<file path="config.mk">
export PLATFORM = sky130hd
export DESIGN_NAME = mono_bitmap_to_8bpp_expander_top_flat
export DESIGN_NICKNAME = d
export VERILOG_FILES = /design/src/rtl/mbe_pkg.sv /design/src/rtl/mbe_if.sv /design/src/rtl/mbe_front.sv /design/src/rtl/mbe_queue.sv /design/src/rtl/mbe_back.sv /design/src/rtl/mono_bitmap_to_8bpp_expander_top.sv /design/src/flat_wrapper.sv
export SDC_FILE = /design/constraint.sdc
export NUM_CORES = 1
export LEC_CHECK = 0
export BUFFER_PORTS_ARGS = -buffer_cell sky130_fd_sc_hd__buf_4
export CAP_MARGIN = 0
export CORE_UTILIZATION = 65
export CTS_CLUSTER_SIZE = 24
export DETAILED_ROUTE_END_ITERATION = 8
export PLACE_DENSITY = 0.87
export SYNTH_ARGS = -nofsm -noshare
export SYNTH_HDL_FRONTEND = slang
export SYNTH_SLANG_ARGS = --single-unit
</file>
<file path="constraint.sdc">
create_clock -name clk -period 7.1 [get_ports clk]
set_clock_uncertainty 0.05 [all_clocks]
set_input_delay 1.065 -clock clk [delete_from_list [all_inputs] [get_ports clk]]
set_output_delay 1.065 -clock clk [all_outputs]
set_load 0.05 [all_outputs]
</file>
<file path="src/rtl/mbe_pkg.sv">
`timescale 1ns / 1ps
// Package for the monochrome bitmap expander: config and queue types, codes.
// No dependencies.
package mbe_pkg;

  localparam int MAX_WIDTH_DEF = 4096;
  localparam int CFG_IDX_W     = 3;
  localparam int CFG_DATA_W    = 13;
  localparam int ROW_WIDTH_W   = 13;

  // Configuration register indexes
  typedef enum logic [CFG_IDX_W-1:0] {
    REG_FG_PIXEL       = 3'd0,
    REG_BG_PIXEL       = 3'd1,
    REG_USE_BACKGROUND = 3'd2,
    REG_BIT7_LEFT      = 3'd3,
    REG_FIRST_BIT_OFS  = 3'd4,
    REG_ROW_WIDTH      = 3'd5
  } reg_idx_t;

  typedef struct packed {
    logic [7:0]             fg_pixel;
    logic [7:0]             bg_pixel;
    logic                   use_background;
    logic                   bit7_left;
    logic [2:0]             first_bit_offset;
    logic [ROW_WIDTH_W-1:0] row_width;
  } cfg_t;

  // One classified byte: where to start, how many pixels, whether it ends the row
  typedef struct packed {
    logic [7:0] data;
    logic [2:0] start_pos;
    logic [3:0] count;
    logic       row_end;
  } job_t;

  // Queue status seen by the front and back ends
  typedef struct packed {
    logic full;
    logic empty;
  } q_stat_t;

endpackage

</file>
<file path="src/rtl/mbe_if.sv">
`timescale 1ns / 1ps
// Valid/ready channel interfaces for input bytes and output pixels.
// Depends on nothing.
interface mbe_in_if;
  logic       valid;
  logic       ready;
  logic [7:0] glyph_bits;
  modport source (output valid, output glyph_bits, input ready);
  modport sink (input valid, input glyph_bits, output ready);
endinterface

interface mbe_out_if;
  logic       valid;
  logic       ready;
  logic [7:0] pixel_value;
  logic       write_enable;
  logic       row_end;
  logic       last;
  modport source (output valid, output pixel_value, output write_enable,
                  output row_end, output last, input ready);
  modport sink (input valid, input pixel_value, input write_enable,
                input row_end, input last, output ready);
endinterface

</file>
<file path="src/rtl/mbe_front.sv">
`timescale 1ns / 1ps
// Front end: accepts bitmap bytes, tracks the row column, classifies each byte.
// Depends on mbe_pkg and mbe_in_if.
module mbe_front #(
  parameter int MAX_WIDTH = mbe_pkg::MAX_WIDTH_DEF
) (
  input  logic            clk,
  input  logic            rst_n,
  mbe_in_if.sink          in_ch,
  input  mbe_pkg::cfg_t   cfg,
  input  mbe_pkg::q_stat_t q_stat,
  output logic            push,
  output mbe_pkg::job_t   job
);
  import mbe_pkg::*;

  localparam int CW = $clog2(MAX_WIDTH);
  localparam int WW = CW + 1;
  localparam int EW = (ROW_WIDTH_W > WW) ? ROW_WIDTH_W : WW;

  logic [CW-1:0] col_r, col_nxt;
  logic [EW-1:0] rw_ext;
  logic [WW-1:0] width;
  logic [WW-1:0] col_ext;
  logic [WW-1:0] remain;
  logic [2:0]    start_pos;
  logic [3:0]    avail;

  assign in_ch.ready = !q_stat.full;
  assign push        = in_ch.valid && !q_stat.full;

  // Effective row width: zero acts as one, clamp to the maximum
  always_comb begin
    rw_ext = EW'(cfg.row_width);
    if (rw_ext == '0) begin
      width = WW'(1);
    end else if (rw_ext > EW'(MAX_WIDTH)) begin
      width = WW'(MAX_WIDTH);
    end else begin
      width = rw_ext[WW-1:0];
    end
  end

  // Classify the byte against the pixels left in the row
  always_comb begin
    col_ext   = {1'b0, col_r};
    start_pos = (col_r == '0) ? cfg.first_bit_offset : 3'd0;
    avail     = 4'd8 - {1'b0, start_pos};
    remain    = width - col_ext;
    job.data  = in_ch.glyph_bits;
    job.start_pos = start_pos;
    if (col_ext + WW'(1) >= width) begin
      // width already reached (or lowered below): next pixel ends the row
      job.count   = 4'd1;
      job.row_end = 1'b1;
      col_nxt     = '0;
    end else if (remain <= WW'(avail)) begin
      job.count   = remain[3:0];
      job.row_end = 1'b1;
      col_nxt     = '0;
    end else begin
      job.count   = avail;
      job.row_end = 1'b0;
      col_nxt     = col_r + CW'(avail);
    end
  end

  always_ff @(posedge clk) begin
    if (!rst_n) begin
      col_r <= '0;
    end else if (push) begin
      col_r <= col_nxt;
    end
  end

endmodule

</file>
<file path="src/rtl/mbe_queue.sv">
`timescale 1ns / 1ps
// Two-entry job queue between the front and back ends.
// Depends on mbe_pkg.
module mbe_queue (
  input  logic             clk,
  input  logic             rst_n,
  input  logic             push,
  input  mbe_pkg::job_t    push_job,
  input  logic             pop,
  output mbe_pkg::job_t    head,
  output mbe_pkg::q_stat_t stat
);
  import mbe_pkg::*;

  job_t       mem_r [2];
  logic       wr_ptr_r, rd_ptr_r;
  logic [1:0] cnt_r;

  assign stat.full  = (cnt_r == 2'd2);
  assign stat.empty = (cnt_r == 2'd0);
  assign head       = mem_r[rd_ptr_r];

  always_ff @(posedge clk) begin
    if (push) begin
      mem_r[wr_ptr_r] <= push_job;
    end
  end

  // Pointers and fill count
  always_ff @(posedge clk) begin
    if (!rst_n) begin
      wr_ptr_r <= 1'b0;
      rd_ptr_r <= 1'b0;
      cnt_r    <= 2'd0;
    end else begin
      if (push) begin
        wr_ptr_r <= !wr_ptr_r;
      end
      if (pop) begin
        rd_ptr_r <= !rd_ptr_r;
      end
      case ({push, pop})
        2'b10:   cnt_r <= cnt_r + 2'd1;
        2'b01:   cnt_r <= cnt_r - 2'd1;
        default: cnt_r <= cnt_r;
      endcase
    end
  end

endmodule

</file>
<file path="src/rtl/mbe_back.sv">
`timescale 1ns / 1ps
// Back end: walks the pixels of the head job and drives the output register.
// Depends on mbe_pkg and mbe_out_if.
module mbe_back (
  input  logic             clk,
  input  logic             rst_n,
  input  mbe_pkg::cfg_t    cfg,
  input  mbe_pkg::job_t    head,
  input  mbe_pkg::q_stat_t q_stat,
  output logic             pop,
  mbe_out_if.source        out_ch
);
  import mbe_pkg::*;

  logic [2:0] k_r;
  logic [2:0] pos;
  logic [2:0] sel;
  logic       bit_set;
  logic       we;
  logic       is_last;
  logic       emit;
  logic       out_valid_r;
  logic [7:0] pix_r;
  logic       we_r, row_end_r, last_r;

  // Pick the bit for the current pixel
  always_comb begin
    pos     = head.start_pos + k_r;
    sel     = cfg.bit7_left ? (3'd7 - pos) : pos;
    bit_set = head.data[sel];
    we      = bit_set || cfg.use_background;
    is_last = ({1'b0, k_r} + 4'd1) == head.count;
    emit    = !q_stat.empty && (!out_valid_r || out_ch.ready);
    pop     = emit && is_last;
  end

  always_ff @(posedge clk) begin
    if (!rst_n) begin
      k_r <= '0;
    end else if (emit) begin
      k_r <= is_last ? 3'd0 : k_r + 3'd1;
    end
  end

  // Output register
  always_ff @(posedge clk) begin
    if (!rst_n) begin
      out_valid_r <= 1'b0;
    end else if (emit) begin
      out_valid_r <= 1'b1;
    end else if (out_ch.ready) begin
      out_valid_r <= 1'b0;
    end
  end

  always_ff @(posedge clk) begin
    if (emit) begin
      pix_r     <= bit_set ? cfg.fg_pixel : (we ? cfg.bg_pixel : 8'd0);
      we_r      <= we;
      row_end_r <= is_last && head.row_end;
      last_r    <= is_last;
    end
  end

  assign out_ch.valid        = out_valid_r;
  assign out_ch.pixel_value  = pix_r;
  assign out_ch.write_enable = we_r;
  assign out_ch.row_end      = row_end_r;
  assign out_ch.last         = last_r;

endmodule

</file>
<file path="src/rtl/mono_bitmap_to_8bpp_expander_top.sv">
`timescale 1ns / 1ps
// Top level of the monochrome bitmap expander: config registers and wiring.
// Depends on mbe_pkg, mbe_if, mbe_front, mbe_queue, mbe_back.

// Each accepted bitmap byte yields one to eight pixel transactions, one per
// cycle while the receiver is ready; the back end's per-pixel sequencer sets
// that pace. The front end classifies bytes at one per cycle into a
// two-entry queue while the queue is not full, so input keeps flowing while
// pixels drain, and the output register decouples the downstream stall. A
// byte's first pixel passes through its queue entry and then the output
// register before it is presented on the output.
// Configuration may be written only while the block holds no pending work.
module mono_bitmap_to_8bpp_expander_top #(
  parameter int MAX_WIDTH = mbe_pkg::MAX_WIDTH_DEF
) (
  input  logic                               clk,
  input  logic                               rst_n,
  input  logic                               cfg_we,
  input  logic [mbe_pkg::CFG_IDX_W-1:0]      cfg_index,
  input  logic [mbe_pkg::CFG_DATA_W-1:0]     cfg_wdata,
  mbe_in_if.sink                             in_ch,
  mbe_out_if.source                          out_ch
);
  import mbe_pkg::*;

  cfg_t    cfg_r;
  job_t    push_job, head;
  q_stat_t q_stat;
  logic    push, pop;

  // Configuration registers
  always_ff @(posedge clk) begin
    if (!rst_n) begin
      cfg_r.fg_pixel         <= 8'd0;
      cfg_r.bg_pixel         <= 8'd0;
      cfg_r.use_background   <= 1'b0;
      cfg_r.bit7_left        <= 1'b1;
      cfg_r.first_bit_offset <= 3'd0;
      cfg_r.row_width        <= ROW_WIDTH_W'(1);
    end else if (cfg_we) begin
      unique case (reg_idx_t'(cfg_index))
        REG_FG_PIXEL:       cfg_r.fg_pixel         <= cfg_wdata[7:0];
        REG_BG_PIXEL:       cfg_r.bg_pixel         <= cfg_wdata[7:0];
        REG_USE_BACKGROUND: cfg_r.use_background   <= cfg_wdata[0];
        REG_BIT7_LEFT:      cfg_r.bit7_left        <= cfg_wdata[0];
        REG_FIRST_BIT_OFS:  cfg_r.first_bit_offset <= cfg_wdata[2:0];
        REG_ROW_WIDTH:      cfg_r.row_width        <= cfg_wdata[ROW_WIDTH_W-1:0];
        default: ;
      endcase
    end
  end

  mbe_front #(
    .MAX_WIDTH(MAX_WIDTH)
  ) u_front (
    .clk   (clk),
    .rst_n (rst_n),
    .in_ch (in_ch),
    .cfg   (cfg_r),
    .q_stat(q_stat),
    .push  (push),
    .job   (push_job)
  );

  mbe_queue u_queue (
    .clk     (clk),
    .rst_n   (rst_n),
    .push    (push),
    .push_job(push_job),
    .pop     (pop),
    .head    (head),
    .stat    (q_stat)
  );

  mbe_back u_back (
    .clk   (clk),
    .rst_n (rst_n),
    .cfg   (cfg_r),
    .head  (head),
    .q_stat(q_stat),
    .pop   (pop),
    .out_ch(out_ch)
  );

endmodule

</file>
<file path="src/flat_wrapper.sv">
// flat-port wrapper written by rule: the top's interface ports become plain ports
module mono_bitmap_to_8bpp_expander_top_flat import mbe_pkg::*;
#(
  parameter int MAX_WIDTH = mbe_pkg::MAX_WIDTH_DEF
)
  (clk, rst_n, cfg_we, cfg_index, cfg_wdata, in_ch_valid, in_ch_glyph_bits, in_ch_ready, out_ch_valid, out_ch_pixel_value, out_ch_write_enable, out_ch_row_end, out_ch_last, out_ch_ready);
  mbe_in_if in_ch_i ();
  mbe_out_if out_ch_i ();
  input  logic clk;
  input  logic rst_n;
  input  logic cfg_we;
  input  logic [mbe_pkg::CFG_IDX_W-1:0] cfg_index;
  input  logic [mbe_pkg::CFG_DATA_W-1:0] cfg_wdata;
  input wire logic [$bits(in_ch_i.valid)-1:0] in_ch_valid;
  input wire logic [$bits(in_ch_i.glyph_bits)-1:0] in_ch_glyph_bits;
  output wire logic [$bits(in_ch_i.ready)-1:0] in_ch_ready;
  output wire logic [$bits(out_ch_i.valid)-1:0] out_ch_valid;
  output wire logic [$bits(out_ch_i.pixel_value)-1:0] out_ch_pixel_value;
  output wire logic [$bits(out_ch_i.write_enable)-1:0] out_ch_write_enable;
  output wire logic [$bits(out_ch_i.row_end)-1:0] out_ch_row_end;
  output wire logic [$bits(out_ch_i.last)-1:0] out_ch_last;
  input wire logic [$bits(out_ch_i.ready)-1:0] out_ch_ready;
  assign in_ch_i.valid = in_ch_valid;
  assign in_ch_i.glyph_bits = in_ch_glyph_bits;
  assign in_ch_ready = in_ch_i.ready;
  assign out_ch_valid = out_ch_i.valid;
  assign out_ch_pixel_value = out_ch_i.pixel_value;
  assign out_ch_write_enable = out_ch_i.write_enable;
  assign out_ch_row_end = out_ch_i.row_end;
  assign out_ch_last = out_ch_i.last;
  assign out_ch_i.ready = out_ch_ready;
  mono_bitmap_to_8bpp_expander_top #(.MAX_WIDTH(MAX_WIDTH)) u_core (.clk(clk), .rst_n(rst_n), .cfg_we(cfg_we), .cfg_index(cfg_index), .cfg_wdata(cfg_wdata), .in_ch(in_ch_i), .out_ch(out_ch_i));
endmodule
</file>
[Yosys cells after proc, flatten, opt, wreduce, memory -nomap -nowiden]
Memory sizes are Yosys's and may differ from the RTL's. A register that Yosys moved wholly into a read port is not among the register bits.
Index checks and enable logic that the tools add are counted.
Word-level totals
  flip-flop bits (word level): 65
  bits in writable memories: 32
  input port bits: 29
  output and inout port bits: 13
  logic and storage cells: 83
  memories kept: 1
Cells by class
  $add $sub $neg: 10
  magnitude comparators: 4
  eq/ne operators: 9
  muxes and demuxes: 20
  reduce and logical (&&, ||, !) cells: 23
Memory list
  u_core.u_queue.mem_r: words 2, width 16, read ports 1, clocked after Yosys merged registers in 1, wr ports 1, RTL line mbe_queue.sv:15  | job_t mem_r [2];
Operators by type and width (number)
  13-bit 2-to-1 mux: 2
  12-bit 2-to-1 mux: 2
  8-bit 2-to-1 mux: 2
  12-bit by 1-bit adder with 13-bit output, second input constant: 1
  13-bit greater-or-equal comparator: 1
  13-bit greater-than comparator, second input constant: 1
  13-bit by 4-bit <= comparator with 1-bit output: 1
  13-bit logical NOT: 1
  13-bit by 12-bit subtractor with 13-bit output: 1
  12-bit by 4-bit adder with 12-bit output: 1
  12-bit logical NOT: 1
  2-bit AND reduction: 6
  5-bit 2-to-1 mux: 2
  3-bit 2-to-1 mux: 3
  1-bit 2-to-1 mux: 7
  3-bit by 2-bit == test with 1-bit output, second input constant: 2
  3-bit == test, second input constant: 2
  1-bit logical NOT: 5
  3-bit by 1-bit adder with 4-bit output, second input constant: 1
  2-bit == test, second input constant: 2
  4-bit == test: 1
  1-bit logical AND: 4
  3-bit by 4-bit less-than comparator with 1-bit output, second input constant: 1
  2-bit case mux with 2 select lines: 1
  13 further kinds: 15

[Logic depth before layout (Yosys ltp)]
  word-level depth: 8
  mapped depth: 17
  mapped depth without buffers: 16

[Modules after synthesis]
A second synthesis with hierarchy kept.
Second synthesis, totals
  cells, all modules: 606
  area, all modules: 5903.2 sq um
By module, submodules not included
  mbe_front: instances 1, cells each 321, area each 2314.7 sq um, seq. area each 240.2 sq um
  mbe_queue: instances 1, cells each 72, area each 1367.6 sq um, seq. area each 1061.0 sq um
  mono_bitmap_to_8bpp_expander_top: instances 1, cells each 131, area each 1320.0 sq um, seq. area each 680.7 sq um
  mbe_back: instances 1, cells each 82, area each 900.9 sq um, seq. area each 410.4 sq um

[Worst setup path before layout]
OpenSTA, ideal clock, no wires.
  path kind: register to register
  from: reg u_core.cfg_r[4] in the netlist's numbering
  to: mem u_core.u_queue.mem_r[0][2] in the netlist's numbering (data pin)
  setup time: 257 ps
  arrival time: 3279 ps
  required time: 6793 ps
  path slack: 3514 ps
  stages on the path, launching flop included: 18
  path buffers: 1
  period minus slack after synthesis: 3586 ps
  cells stage by stage: dfxtp_1 -> nor4_1 -> a31oi_1 -> nor2_1 -> inv_1 -> ha_1 -> fa_1 -> inv_1 -> ha_1 -> nor2b_1 -> o21a_1 -> o21a_1 -> o21ai_0 -> nand4_1 -> or4_1 -> buf_6 -> mux2i_1 -> nor2_1
RTL lines
  start, declared: RTL line mono_bitmap_to_8bpp_expander_top.sv:26  | cfg_t cfg_r;
  end, declared: RTL line mbe_queue.sv:15

==> impl_results.md <==
- Number of failing hold endpoints at the final stage: 0
- Pwr dens: 264 nW/um^2
- Setup Buffers After CTS: 0
- Hold Path Origin: u_core.cfg_r[33]
- Antenna violations before repair: 0
- GR Util All Layers: 0.290
- Peak supply drop: 0.118 mV
- Share of cells above drive strength 1: 0.118
- Worst Hold End: u_core.cfg_r[33]
- Fmax: 0.235 GHz
- Port Buffers: 41
- DP Wirelength: 9.32 mm
- Clock Tree Root: clkbuf_8
- Filler instances: 582
- Final Setup Violations: 0
- Slew @ Worst Pin: 0.928 ns
- Post-synth ARST share: 0
- Critical Path RT: 7.16 ns
- Synth Cell Area: 5460 sq um
- Post-layout min period: 4.26 ns
- Via count: 4,309
- Worst EP arrival: 4.31 ns
- Reg-to-Reg Start: u_core.u_front.col_r[1]
- DR vias/cell: 5.90
- Total congestion overflow: 0
- Core footprint: 8180 sq um
- Sequential area share after synthesis: 0.438
- EDFF count, synth: 43
- Initial DRC count: 226
- Final Wtd Congestion: 0.948
- Global-route wire length before repair: 19.2 mm
- Leakage power: 0.00241 uW
- CTS buffer count: 9
- Run status: completed
- Vias in the first global route: 4,135
- Die footprint: 8780 sq um
- Hold WC Path Type: flop to flop
- N_diodes: 0
- Worst setup path class: flop to flop
- DRT antenna net count: 0
- Warnings, synthesis: 0
- Layout area overhead: 10.3%
- Netlist cell types: 53
- Die Span Y: 93.7 microns
- CTS tree: yes
- Commonest non-fill, non-tap cell in the layout: nand2_1
- Worst-path fanout max: 9
- # H-tree levels: 3
- TNS Setup: 0 ns
- Clock transition at path regs: 0.11 ns
- Commonest cells after routing, fill and taps aside: nand2_1, dfxtp_1, edfxtp_1, buf_4
- Synth Flop Type: dfxtp_1
- Count of pins over their slew limit: 0
- WHS: 0.417 ns
- Clk_lat worst skew: 0.37 ns
- Core Rows: 33
- Deepest clock path buffer count: 2
- Hold Buf Count CTS: 0
- Period utilization: 0.599
- CP Launch Type: flop
- Largest net degree at the start of global routing: 54
- Post-CTS sizing: 0
- Worst rel slew slack: 0.377
- Syn_area_per_cell: 9.34 sq um
- Critical Path End Type: flop
- Drt drc: 0
- Final WL: 12.4 mm
- Syn Nets: 656
- FF-to-FF path depth: 16
- Number of detailed-route iterations in the first pass: 6
- Layout Nets: 691
- FF+latch count, synth: 98
- Cell count after synthesis: 585
- Chip Width: 93.7 microns
- Reg-to-Reg End: u_core.u_queue.mem_r[1][3]
- CTS sink count: 98
- Post-DR wirelength/cell: 16.9 microns
- Worst Hold Depth: 2
- RSZ-0062 raised after global routing: no
- Initial core utilization: 0.668
- Reg2reg setup slack: 2.84 ns
- I/O Pins: 42
- Max Cap Viol: 0
kinds of logic (layout without fill, tap and decap cells):
group                      Yosys count  count (layout)  share of synthesized area
adders and majority gates           42              42                      0.100
and+or+nand+nor                    227             227                      0.189
AOI/OAI and AO/OA                  101             101                      0.116
DFF                                 98              98                      0.438
buffers and inverters               56              96                     0.0412
xor gates and xnor gates            37              37                     0.0593
muxes                               24              24                     0.0561
where the power goes:
part	switching, uW	internal (uW)	total (uW)
Sequential	41.1	678	719
Clock	211	138	349
Combinational	334	190	523
Total	586	1010	1590
sequential cells by signal, indices dropped and copies added, names as in the netlist, named ones only:
| register | count |
|---|---|
| u_core.u_back.out_ch.row_end | 1 |
| u_core.u_queue.cnt_r | 2 |
| u_core.cfg_r | 34 |
| u_core.u_queue.wr_ptr_r | 1 |
| u_core.u_queue.mem_r | 32 |
| u_core.u_back.k_r | 3 |
| u_core.u_back.out_ch.pixel_value | 8 |
| u_core.u_back.out_ch.valid | 1 |
| u_core.u_back.out_ch.last | 1 |
| u_core.u_back.out_ch.write_enable | 1 |
| u_core.u_queue.rd_ptr_r | 1 |
| u_core.u_front.col_r | 12 |
cell usage after synthesis, types with 3 or more instances:
| cell type | number | area, sq um |
|---|---|---|
| o21ai_0 | 19 | 95.1 |
| o32ai_1 | 3 | 26.3 |
| nand2b_1 | 6 | 37.5 |
| fa_1 | 3 | 60.1 |
| nand2_1 | 104 | 390 |
| dfxtp_1 | 55 | 1100 |
| ha_1 | 39 | 488 |
| nor3_1 | 17 | 85.1 |
| inv_1 | 37 | 139 |
| nor3b_1 | 4 | 30.0 |
| xor2_1 | 7 | 61.3 |
| and2_1 | 3 | 18.8 |
| o211ai_1 | 3 | 22.5 |
| and3_1 | 4 | 25.0 |
| a21oi_1 | 41 | 205 |
| nand4_1 | 8 | 50.1 |
| mux2_2 | 3 | 33.8 |
| edfxtp_1 | 43 | 1290 |
| nand3_1 | 13 | 65.1 |
| mux2i_1 | 16 | 160 |
| nor4_1 | 5 | 31.3 |
| xnor2_1 | 30 | 263 |
| nor2b_1 | 7 | 43.8 |
| a21o_1 | 11 | 82.6 |
| or2_2 | 4 | 25.0 |
| clkbuf_1 | 15 | 56.3 |
| a31oi_1 | 4 | 25.0 |
| or3_1 | 6 | 37.5 |
| nor2_1 | 41 | 154 |
| a211oi_1 | 3 | 22.5 |
| mux4_2 | 5 | 113 |
per-layer routing:
metal	global-route usage	wire [microns]	up-vias
met5	0	0	-
met4	0.127	437	0
met3	0.0437	572	32
met2	0.517	6330	146
met1	0.345	5040	2006
li1	-	-	2125
critical path, cell delays in order (launching register included):
cell	delay [ns]
dfxtp_1	0.42
inv_1	0.16
ha_1	0.19
nand4_1	0.08
nor4_1	0.45
nand2_1	0.17
ha_1	0.23
xor2_1	0.30
inv_1	0.09
ha_1	0.32
o21a_1	0.11
o21a_1	0.16
o21ai_0	0.13
nand4_1	0.08
or4_1	0.72
mux2i_1	0.25
nor2_1	0.08
metrics by stage:
stage          setup WS, ns  std cells  area [sq um]   util  total power, uW
3_3_place_gp           3.14        714          5830  0.713             1230
4_1_cts                2.90        730          6020  0.737             1590
3_5_place_dp           2.96        714          5830  0.713             1250
6_report               2.84        730          6020  0.737             1590
5_1_grt                2.47        730          6020  0.737             1660
2_1_floorplan          3.51        585          5460      -             1110
cell type report:
| cell class | instances | area (sq um) | share of cell area |
|---|---|---|---|
| clock inverters | 7 | 73.8 | 0.0123 |
| inverters | 38 | 143 | 0.0237 |
| well taps | 105 | 131 | 0.0218 |
| repair buffers | 42 | 315 | 0.0523 |
| clock buffers | 9 | 124 | 0.0206 |
| flip-flops and latches | 98 | 2390 | 0.397 |
| multi-input cells | 431 | 2850 | 0.472 |
worst max path at each step:
stage	start	end	cells past startpoint
after floorplan	u_core.cfg_r[4]	u_core.u_queue.mem_r[0][2]	17
after global placement	u_core.u_front.col_r[1]	u_core.u_queue.mem_r[0][2]	16
after detailed placement	u_core.u_front.col_r[1]	u_core.u_queue.mem_r[1][1]	16
after CTS	u_core.u_front.col_r[1]	u_core.u_queue.mem_r[1][3]	16
after global routing	u_core.u_front.col_r[1]	u_core.u_front.col_r[5]	16
final	u_core.u_front.col_r[1]	u_core.u_queue.mem_r[1][3]	16
(Power assumes the default switching activity.)
